File: config.mk
export PLATFORM = sky130hd
export DESIGN_NAME = mec_mul
export DESIGN_NICKNAME = d
export VERILOG_FILES = /design/src/rtl/mec_pkg.sv /design/src/rtl/mec_mul.sv
export SDC_FILE = /design/constraint.sdc
export NUM_CORES = 2
export LEC_CHECK = 0
export ABC_CLOCK_PERIOD_IN_PS = 9100
export BUFFER_PORTS_ARGS = -buffer_cell sky130_fd_sc_hd__buf_2
export CAP_MARGIN = 20
export CORE_MARGIN = 3
export CORE_UTILIZATION = 40
export CTS_BUF_LIST = sky130_fd_sc_hd__clkbuf_4
export CTS_CLUSTER_DIAMETER = 100
export DETAILED_ROUTE_END_ITERATION = 8
export REMOVE_ABC_BUFFERS = 1
export SLEW_MARGIN = 20
export SYNTH_ARGS = -nofsm -noshare
export SYNTH_HDL_FRONTEND = slang
export SYNTH_SLANG_ARGS = --single-unit
File: constraint.sdc
create_clock -name clk -period 9.1 [get_ports clk]
set_input_delay 1.365 -clock clk [delete_from_list [all_inputs] [get_ports clk]]
set_output_delay 1.365 -clock clk [all_outputs]
set_load 0.1 [all_outputs]
File: src/rtl/mec_pkg.sv
// ----------------------------------------------------------------------------
// mec_pkg
// Shared widths, register indexes, reset values and payload types of the
// escape-time colouriser.
// ----------------------------------------------------------------------------
package mec_pkg;

	localparam int PIX_W      = 10;
	localparam int COORD_W    = 48;
	localparam int STEP_W     = 47;
	localparam int CUT_W      = 8;
	localparam int LIM_W      = 16;
	localparam int COL_W      = 8;
	localparam int FRAC_W     = 32;

	localparam int CFG_IDX_W  = 3;
	localparam int CFG_DATA_W = 48;

	localparam int IMAGE_SIZE_DEF = 1024;

	localparam logic [CFG_IDX_W-1:0] REG_START_REAL = 3'd0;
	localparam logic [CFG_IDX_W-1:0] REG_START_IMAG = 3'd1;
	localparam logic [CFG_IDX_W-1:0] REG_STEP       = 3'd2;
	localparam logic [CFG_IDX_W-1:0] REG_CUTOFF     = 3'd3;
	localparam logic [CFG_IDX_W-1:0] REG_LIMIT      = 3'd4;

	localparam logic [COORD_W-1:0] START_REAL_RST = -48'sd10737418240;
	localparam logic [COORD_W-1:0] START_IMAG_RST = -48'sd8589934592;
	localparam logic [STEP_W-1:0]  STEP_RST       = 47'd16777216;
	localparam logic [CUT_W-1:0]   CUTOFF_RST     = 8'd100;
	localparam logic [LIM_W-1:0]   LIMIT_RST      = 16'd100;

	localparam int MUL_A_W = 48;
	localparam int MUL_B_W = 20;
	localparam int MUL_P_W = MUL_A_W + MUL_B_W;

	localparam int DIV_NUM_W = 24;
	localparam int DIV_DEN_W = LIM_W;

	typedef struct packed {
		logic [PIX_W-1:0] pixel_x;
		logic [PIX_W-1:0] pixel_y;
	} pix_req_t;

	typedef struct packed {
		logic [COL_W-1:0] red;
		logic [COL_W-1:0] green;
		logic [COL_W-1:0] blue;
		logic [LIM_W-1:0] iterations;
		logic             inside_res;
	} pix_res_t;

	typedef struct packed {
		logic                 done;
		logic [DIV_NUM_W-1:0] quot;
		logic [DIV_DEN_W-1:0] rem;
	} div_rsp_t;

endpackage

File: src/rtl/mec_mul.sv
// ----------------------------------------------------------------------------
// mec_mul
// Shared unsigned multiplier with a registered product, used for the pixel
// offsets and for the partial products of every squaring.
// ----------------------------------------------------------------------------
module mec_mul (
	input  logic                        clk,
	input  logic [mec_pkg::MUL_A_W-1:0] a,
	input  logic [mec_pkg::MUL_B_W-1:0] b,
	output logic [mec_pkg::MUL_P_W-1:0] p_q
);
	import mec_pkg::*;

	always_ff @(posedge clk) begin
		p_q <= MUL_P_W'(a) * MUL_P_W'(b);
	end

endmodule

==> reports/qor.yml <==
status: "finished clean"
fin_crit_sh_pct: 89.8
hpwl_mm: 72.8
final.setup.tns_ps: 0
largest_reg_flops: 68
synth_compound_area_share_pct: 5.11
rows: 102
arrival_ps: 8540
root_buffer: "clkbuf_4"
cts.reportedPaths.clkPinSlew_ps: 150
grt_pass1_wl_mm: 146
drv_cap: 0
critPathMaxStageDelay_ps: 660
min_to: "p_q[0]"
finalWeightedCongestion: 0.904
portBuffers: 136
htree_levels: 3
synth_top_family_by_area: "adder cells"
holdPathStages: 2
drtPass1Iterations: 4
synth-main-ff-cell: "dfxtp_1"
syn2layout_area_growth_pct: 5.25
yosysWarnings: 0
maxSlewViolCount: 0
synth-async-reset-ratio_pct: 0
cp_slowest_cell: "buf_2"
fin_ws_ps: 931
cts_inserted_buffers: 9
dr_total_vias: 23207
synth.distinct_cells: 68
syn_area_mm2: 0.0315
core-area_mm2: 0.0777
synthSimpleGateAreaFrac_pct: 16.4
crit_fanout: 28
regMostFlops: "p_q"
rsz0062_at_grt: "no"
critPathRequiredTime_ps: 9470
routed_via_density: 5.07
slew_headroom_pct: 34.0
cts_tree: "done"
crit_top_cell: "fa_1"
grt.overflow.total: 0
top_regs: "p_q (68)"
post_cts_buffers: 0
synth_seq_cells: 68
die-height_um: 287
ctsResizeCount: 0
grt_pass1_vias: 25519
critical_path.startpoint_type: "input port"
hold_start: "a[0]"
gr-usage-all-layers_pct: 22.9
initial_utilization_pct: 40.6
path_depth: 25
synth_edf_count: 0
path_class: "in2reg"
layout-drive-gt1-share_pct: 6.20
synth-xor-area-share_pct: 1.83
wl_per_cell_um: 19.7
route.detailed.drc: 0
drt.antenna.violating_nets: 0
worst_pin_slew_ps: 989
crit_family: "adder cells"
finalNetCount: 4601
place_ws_ps: 446
clockBufferDepth: 2
finalHoldViolCount: 0
synth_mux_area_share_pct: 0
grt_max_degree: 49
die_x_um: 287
ys_seq_area_share_pct: 4.32
worstSetupEndpointType: "flop"
synth_cells: 3570
synth_fa_ha_area_share_pct: 59.4
holdCritPathClass: "in2reg"
drt-total-wl_mm: 90.3
cts.sinks: 68
dieArea_mm2: 0.0822
fmax_ghz: 0.122
antenna_found_initial: 9
setup_viol: 0
hold_buffers: 0
crit_buf_inv: 6
initialDrtViolationCount: 1399
finalCriticalPeriod_ps: 8170
synth.avg_cell_area_um2: 8.83
ios: 137
==> kinds of logic (layout without fill, tap and decap cells) <==
kind of cell,count (synthesis),after routing
AOI/OAI and AO/OA,235,235
xor gates and xnor gates,66,66
adders and majority gates,1002,1002
buffers and inverters,1086,1051
DFF,68,68
other,0,4
and+or+nand+nor,1113,1113
==> Yosys cell counts (all sizes together), types with 2 or more instances <==
| master | instances | area share [%] |
|---|---|---|
| fa | 824 | 52 |
| o21ba | 2 | 0.063 |
| o41ai | 2 | 0.17 |
| nor3 | 6 | 0.095 |
| a211oi | 2 | 0.063 |
| nand4 | 19 | 0.38 |
| a21oi | 82 | 1.4 |
| nor2b | 9 | 0.18 |
| xor2 | 24 | 0.67 |
| inv | 864 | 10 |
| a21boi | 3 | 0.083 |
| nand2b | 7 | 0.15 |
| buf | 8 | 0.14 |
| a311oi | 3 | 0.12 |
| and2 | 323 | 6.4 |
| xnor2 | 42 | 1.2 |
| a41oi | 4 | 0.11 |
| a221oi | 2 | 0.075 |
| nand2 | 691 | 8.2 |
| o31ai | 3 | 0.087 |
| ha | 178 | 7.1 |
| a31oi | 12 | 0.28 |
| a21o | 40 | 0.95 |
| o21ai | 45 | 0.77 |
| o311ai | 2 | 0.056 |
| clkbuf | 214 | 2.6 |
| a31o | 2 | 0.083 |
| dfxtp | 68 | 4.3 |
| nand3 | 8 | 0.13 |
| o31a | 2 | 0.056 |
| or3 | 3 | 0.060 |
| o21bai | 19 | 0.46 |
| nor2 | 30 | 0.39 |
| nor4 | 4 | 0.079 |
| o21a | 2 | 0.052 |
| and3 | 10 | 0.21 |
==> worst max path at each step <==
stage / end / from / slack (ps)
global route: p_q[64] / b[5] / 630
CTS: p_q[60] / b[5] / 950
finish: p_q[65] / b[8] / 930
global placement: p_q[60] / b[5] / 540
floorplan: p_q[64] / b[2] / 1820
detailed placement: p_q[60] / b[5] / 450
==> cell type report <==
type                            count  area, um^2
Multi-Input combinational cell   2416       26100
Clock inverter                      7        82.6
Antenna cell                        4        10.0
Fill cell                        7794       44500
Sequential cell                    68        1360
Clock buffer                        9        67.6
Tap cell                         1040        1300
Timing Repair Buffer              171        1040
Inverter                          864        3240
==> through the flow <==
step | util, % | std cells | hold WS (ps) | instance area, um^2
6_report | 42.7 | 4579 | 1440 | 33200
5_1_grt | 42.7 | 4577 | 1440 | 33200
2_1_floorplan | - | 3348 | 1490 | 30700
3_5_place_dp | 42.5 | 4559 | 1920 | 33000
4_1_cts | 42.7 | 4575 | 1420 | 33200
3_3_place_gp | 42.5 | 4559 | 1920 | 33000
==> routing by layer <==
metal | track usage (%) | up-vias | wire (um)
met3 | 2.59 | 123 | 5530
met1 | 31.8 | 12218 | 39400
met4 | 4.60 | 2 | 1900
met5 | 0 | - | 13
met2 | 38.8 | 712 | 43500
li1 | - | 10152 | -
==> layout by cell type, fill, tap and decap left out, types with 8 or more instances in the layout <==
| cell type | count |
|---|---|
| xnor2_1 | 42 |
| dfxtp_1 | 68 |
| o21ai_0 | 33 |
| clkbuf_4 | 9 |
| and2_1 | 323 |
| buf_4 | 27 |
| nand3_1 | 8 |
| buf_12 | 8 |
| nor2_1 | 28 |
| buf_2 | 136 |
| nand4_1 | 19 |
| a21o_1 | 40 |
| fa_1 | 824 |
| nor2b_1 | 9 |
| and3_1 | 9 |
| a31oi_1 | 10 |
| ha_1 | 178 |
| a21oi_1 | 78 |
| xor2_1 | 24 |
| inv_1 | 862 |
| nand2_1 | 691 |
| o21bai_1 | 18 |
Power is not shown: default switching activity piles up to over one toggle a cycle in this logic, so the estimate is an artifact.
