File: config.mk
export PLATFORM = sky130hd
export DESIGN_NAME = mec_div
export DESIGN_NICKNAME = d
export VERILOG_FILES = /design/src/rtl/mec_pkg.sv /design/src/rtl/mec_div.sv
export SDC_FILE = /design/constraint.sdc
export NUM_CORES = 1
export LEC_CHECK = 0
export BUFFER_PORTS_ARGS = -buffer_cell sky130_fd_sc_hd__buf_2
export CAP_MARGIN = 20
export CORE_ASPECT_RATIO = 1.25
export CORE_MARGIN = 1
export CORE_UTILIZATION = 50
export DETAILED_ROUTE_END_ITERATION = 10
export PLACE_DENSITY = 0.86
export SYNTH_ARGS = -nofsm -noshare
export SYNTH_HDL_FRONTEND = slang
export SYNTH_SLANG_ARGS = --single-unit
File: constraint.sdc
create_clock -name clk -period 2.75 [get_ports clk]
set_input_delay 0.55 -clock clk [delete_from_list [all_inputs] [get_ports clk]]
set_output_delay 0.55 -clock clk [all_outputs]
set_load 0.005 [all_outputs]
File: src/rtl/mec_pkg.sv
// ----------------------------------------------------------------------------
// mec_pkg
// Shared widths, register indexes, reset values and payload types of the
// escape-time colouriser.
// ----------------------------------------------------------------------------
package mec_pkg;

	localparam int PIX_W      = 10;
	localparam int COORD_W    = 48;
	localparam int STEP_W     = 47;
	localparam int CUT_W      = 8;
	localparam int LIM_W      = 16;
	localparam int COL_W      = 8;
	localparam int FRAC_W     = 32;

	localparam int CFG_IDX_W  = 3;
	localparam int CFG_DATA_W = 48;

	localparam int IMAGE_SIZE_DEF = 1024;

	localparam logic [CFG_IDX_W-1:0] REG_START_REAL = 3'd0;
	localparam logic [CFG_IDX_W-1:0] REG_START_IMAG = 3'd1;
	localparam logic [CFG_IDX_W-1:0] REG_STEP       = 3'd2;
	localparam logic [CFG_IDX_W-1:0] REG_CUTOFF     = 3'd3;
	localparam logic [CFG_IDX_W-1:0] REG_LIMIT      = 3'd4;

	localparam logic [COORD_W-1:0] START_REAL_RST = -48'sd10737418240;
	localparam logic [COORD_W-1:0] START_IMAG_RST = -48'sd8589934592;
	localparam logic [STEP_W-1:0]  STEP_RST       = 47'd16777216;
	localparam logic [CUT_W-1:0]   CUTOFF_RST     = 8'd100;
	localparam logic [LIM_W-1:0]   LIMIT_RST      = 16'd100;

	localparam int MUL_A_W = 48;
	localparam int MUL_B_W = 20;
	localparam int MUL_P_W = MUL_A_W + MUL_B_W;

	localparam int DIV_NUM_W = 24;
	localparam int DIV_DEN_W = LIM_W;

	typedef struct packed {
		logic [PIX_W-1:0] pixel_x;
		logic [PIX_W-1:0] pixel_y;
	} pix_req_t;

	typedef struct packed {
		logic [COL_W-1:0] red;
		logic [COL_W-1:0] green;
		logic [COL_W-1:0] blue;
		logic [LIM_W-1:0] iterations;
		logic             inside_res;
	} pix_res_t;

	typedef struct packed {
		logic                 done;
		logic [DIV_NUM_W-1:0] quot;
		logic [DIV_DEN_W-1:0] rem;
	} div_rsp_t;

endpackage

File: src/rtl/mec_div.sv
// ----------------------------------------------------------------------------
// mec_div
// Restoring divider, one quotient bit per cycle, with a one-cycle done pulse.
// ----------------------------------------------------------------------------
module mec_div (
	input  logic                          clk,
	input  logic                          arst_n,
	input  logic                          start,
	input  logic [mec_pkg::DIV_NUM_W-1:0] num,
	input  logic [mec_pkg::DIV_DEN_W-1:0] den,
	output mec_pkg::div_rsp_t             rsp
);
	import mec_pkg::*;

	localparam int CNT_W = $clog2(DIV_NUM_W + 1);

	logic                 running_q;
	logic                 done_q;
	logic [CNT_W-1:0]     cnt_q;
	logic [DIV_NUM_W-1:0] quot_q;
	logic [DIV_DEN_W-1:0] rem_q;
	logic [DIV_DEN_W-1:0] den_q;
	logic [DIV_DEN_W:0]   trial;
	logic [DIV_DEN_W:0]   diff;
	logic                 fits;

	always_comb begin
		trial = {rem_q, quot_q[DIV_NUM_W-1]};
		diff  = trial - {1'b0, den_q};
		fits  = trial >= {1'b0, den_q};
	end

	always_ff @(posedge clk or negedge arst_n) begin
		if (!arst_n) begin
			running_q <= 1'b0;
			done_q    <= 1'b0;
			cnt_q     <= '0;
		end else begin
			done_q <= 1'b0;
			if (start) begin
				running_q <= 1'b1;
				cnt_q     <= CNT_W'(DIV_NUM_W);
			end else if (running_q) begin
				cnt_q <= cnt_q - 1'b1;
				if (cnt_q == CNT_W'(1)) begin
					running_q <= 1'b0;
					done_q    <= 1'b1;
				end
			end
		end
	end

	always_ff @(posedge clk) begin
		if (start) begin
			quot_q <= num;
			rem_q  <= '0;
			den_q  <= den;
		end else if (running_q) begin
			quot_q <= {quot_q[DIV_NUM_W-2:0], fits};
			rem_q  <= fits ? diff[DIV_DEN_W-1:0] : trial[DIV_DEN_W-1:0];
		end
	end

	assign rsp.done = done_q;
	assign rsp.quot = quot_q;
	assign rsp.rem  = rem_q;

endmodule

==> reports/qor.txt <==
CTS Root Cell: clkbuf_8
WP data required: 2970 ps
Rel. slew slack: 0.648
ys flop type: edfxtp_1
Worst Path Max Fanout: 3
Fin Clk Skew: 9.86 ps
DR WL/cell: 16.6 um
end of the worst register-to-register path: rem_q[12]
IO Pins: 84
Max Freq: 401 MHz
Final Cycle Share: 0.907
CP Capture Type: flop
Die Width: 78.3 um
YS warnings: 0
post-DP HPWL: 6300 um
vias in the first global route: 3,024
Cells after DPL: 507
Clock Pin Slew Worst Setup and Hold Paths: 80 ps
drt first pass iters: 4
row count: 34
asr flop ratio synth: 0.111
fillcell total: 581
r2r startpoint: quot_q[23]
Cell Pwr Density: 813 nW/um2
Starting Density: 0.518
max-slew violations: 0
Cell Area, Synth: 3640 um2
initial drt markers: 246
DIE HEIGHT: 97.4 um
Clock Sinks: 63
register bit count reported by yosys: 63
post-route cell area: 4380 um2
Detail Route Antenna Nets: 0
sequential area share after synthesis: 0.466
syn_nets: 405
fin crit period: 2490 ps
CTS tree: built
maxcap violations: 0
PortBufs: 83
diode count: 0
# H-tree levels: 3
status: finished clean
Post-synth EDFFs: 40
RSZ-0062 raised after global routing: no
hold buffer count at CTS: 0
Reg2Reg Depth: 10
PnR Total Power: 0.00357 W
VDD IR max: 0.395 mV
clock buffer count from CTS: 9
routability congestion estimate: 0.922
# resized after CTS: 0
Final Hold Vio Count: 0
clk buf depth: 2
largest net degree at the start of global routing: 34
area grow syn2layout: 20.5%
worst-margin pin slew: 515 ps
total negative slack: 0 ps
Synth Instances: 343
Worst-Skew Late Latency: 360 ps
Total GRT Usage: 0.242
standby leakage power: 1.98 nW
first-pass GRT wire length: 14,200 um
Via density: 5.84
floorplan core area: 7020 um2
DRC viols: 0
min-delay worst type: in -> async
GRT overflow: 0
drt total wl: 8670 um
initial antenna violation count: 0
share of layout cells above drive strength 1: 0.339
Die ar.: 7620 um2
Cell variety after synth: 65
Avg Cell Area, Syn: 10.6 um2
WHS: 14.9 ps
Non-Filler Instances: 523
postcts setup bufs: 0
critical path class: reg -> reg
Reg2Reg Setup Slack: 260 ps
Crit path arrival time: 2710 ps
via count: 3,053
# setup viols final: 0
Placed Area: 4160 um2
CP startpoint kind: flop
Nets: 490
==> worst max-delay path, stage by stage, from the launching register on <==
cell	delay (ps)
edfxtp_1	380
inv_1	90
ha_1	160
inv_1	50
fa_1	400
a21o_1	240
a221oi_2	310
a2111oi_0	170
or3_1	330
o211ai_1	110
a311oi_2	120
==> Yosys cell counts (all sizes together), types with 2 or more instances <==
library cell,count,share of area
o21ai,15,0.022
o31ai,4,0.0083
o211ai,2,0.0041
and3,10,0.017
buf,9,0.016
nor2b,3,0.0052
nand2,24,0.026
a21oi,16,0.022
and2,2,0.0034
inv,22,0.023
a211oi,3,0.0096
nor3,6,0.0096
o311ai,2,0.0048
edfxtp,40,0.33
a21o,5,0.011
nand4b,2,0.0048
dfrtp,7,0.048
a211o,2,0.0048
nand3,15,0.021
ha,18,0.062
nand2b,5,0.0086
a311oi,9,0.025
mux2,24,0.074
clkbuf,10,0.011
xnor2,9,0.022
xor2,4,0.0096
dfxtp,16,0.088
nor4,3,0.0052
a31oi,4,0.0069
nor2,25,0.026
a2111oi,3,0.0072
nand4,3,0.0052
==> worst max path at each step <==
stage / cells after the start / slack [ps] / end / startpoint
floorplan: 10 / 390 / rem_q[12] / quot_q[23]
global placement: 10 / 330 / rem_q[12] / quot_q[23]
detailed placement: 10 / 270 / rem_q[12] / quot_q[23]
CTS: 10 / 260 / rem_q[12] / quot_q[23]
global route: 10 / 80 / rem_q[10] / quot_q[23]
finish: 10 / 260 / rem_q[12] / quot_q[23]
==> kinds of logic after synthesis <==
| group | Yosys count | synth area share |
|---|---|---|
| AO/OA/AOI/OAI | 80 | 0.169 |
| XOR/XNOR | 13 | 0.0313 |
| adder cells (fa/ha/maj) | 19 | 0.0674 |
| buffers and inverters | 41 | 0.0499 |
| flip-flops | 63 | 0.466 |
| multiplexers | 24 | 0.0743 |
| AND/OR/NAND/NOR | 103 | 0.142 |
==> placed cells by master (no fill, tap or decap), drive strengths merged, types with 3 or more instances in the layout <==
cell	count
buf	93
edfxtp	40
nor2	25
mux2	24
inv	24
nand2	24
ha	18
a21oi	16
dfxtp	16
nand3	15
o21ai	15
and3	10
xnor2	9
clkbuf	9
a311oi	9
dfrtp	7
nor3	6
nand2b	5
a21o	5
xor2	4
a31oi	4
o31ai	4
nand4	3
nor2b	3
a2111oi	3
nor4	3
a211oi	3
==> sequential cells by signal, indices dropped and copies added, names as in the netlist <==
name       count
den_q         16
cnt_q          5
running_q      1
done_q         1
rem_q         16
quot_q        24
==> per-layer routing <==
layer  share of wire  vias to the layer above  wire [um]  GRT usage
li1                -                     1460          -          -
met1            0.41                     1449       3550      0.292
met2            0.50                      124       4360      0.399
met3           0.063                       20        550     0.0460
met4           0.024                        0        211      0.137
met5               0                        -          0          0
==> per-stage QoR <==
step	util	setup WS (ps)
floorplan	-	393
global placement	0.592	329
detailed placement	0.592	266
CTS	0.625	258
global route	0.625	82.8
finish	0.625	256
==> where the power goes <==
part	internal [W]	total (W)	switching, W
clock network	0.000522	0.000938	0.000416
registers	0.00116	0.00129	0.000126
logic	0.000585	0.00134	0.000753
==> cell type report <==
type                            count  area [um2]  area share
Clock buffer                        9         124      0.0283
Clock inverter                      7         105      0.0240
Sequential cell                    63        1700       0.387
Multi-Input combinational cell    239        1760       0.402
Timing Repair Buffer               93         503       0.115
Tap cell                           90         113      0.0257
Inverter                           22        82.6      0.0188
Note: power is estimated with default switching activity, not from simulation.
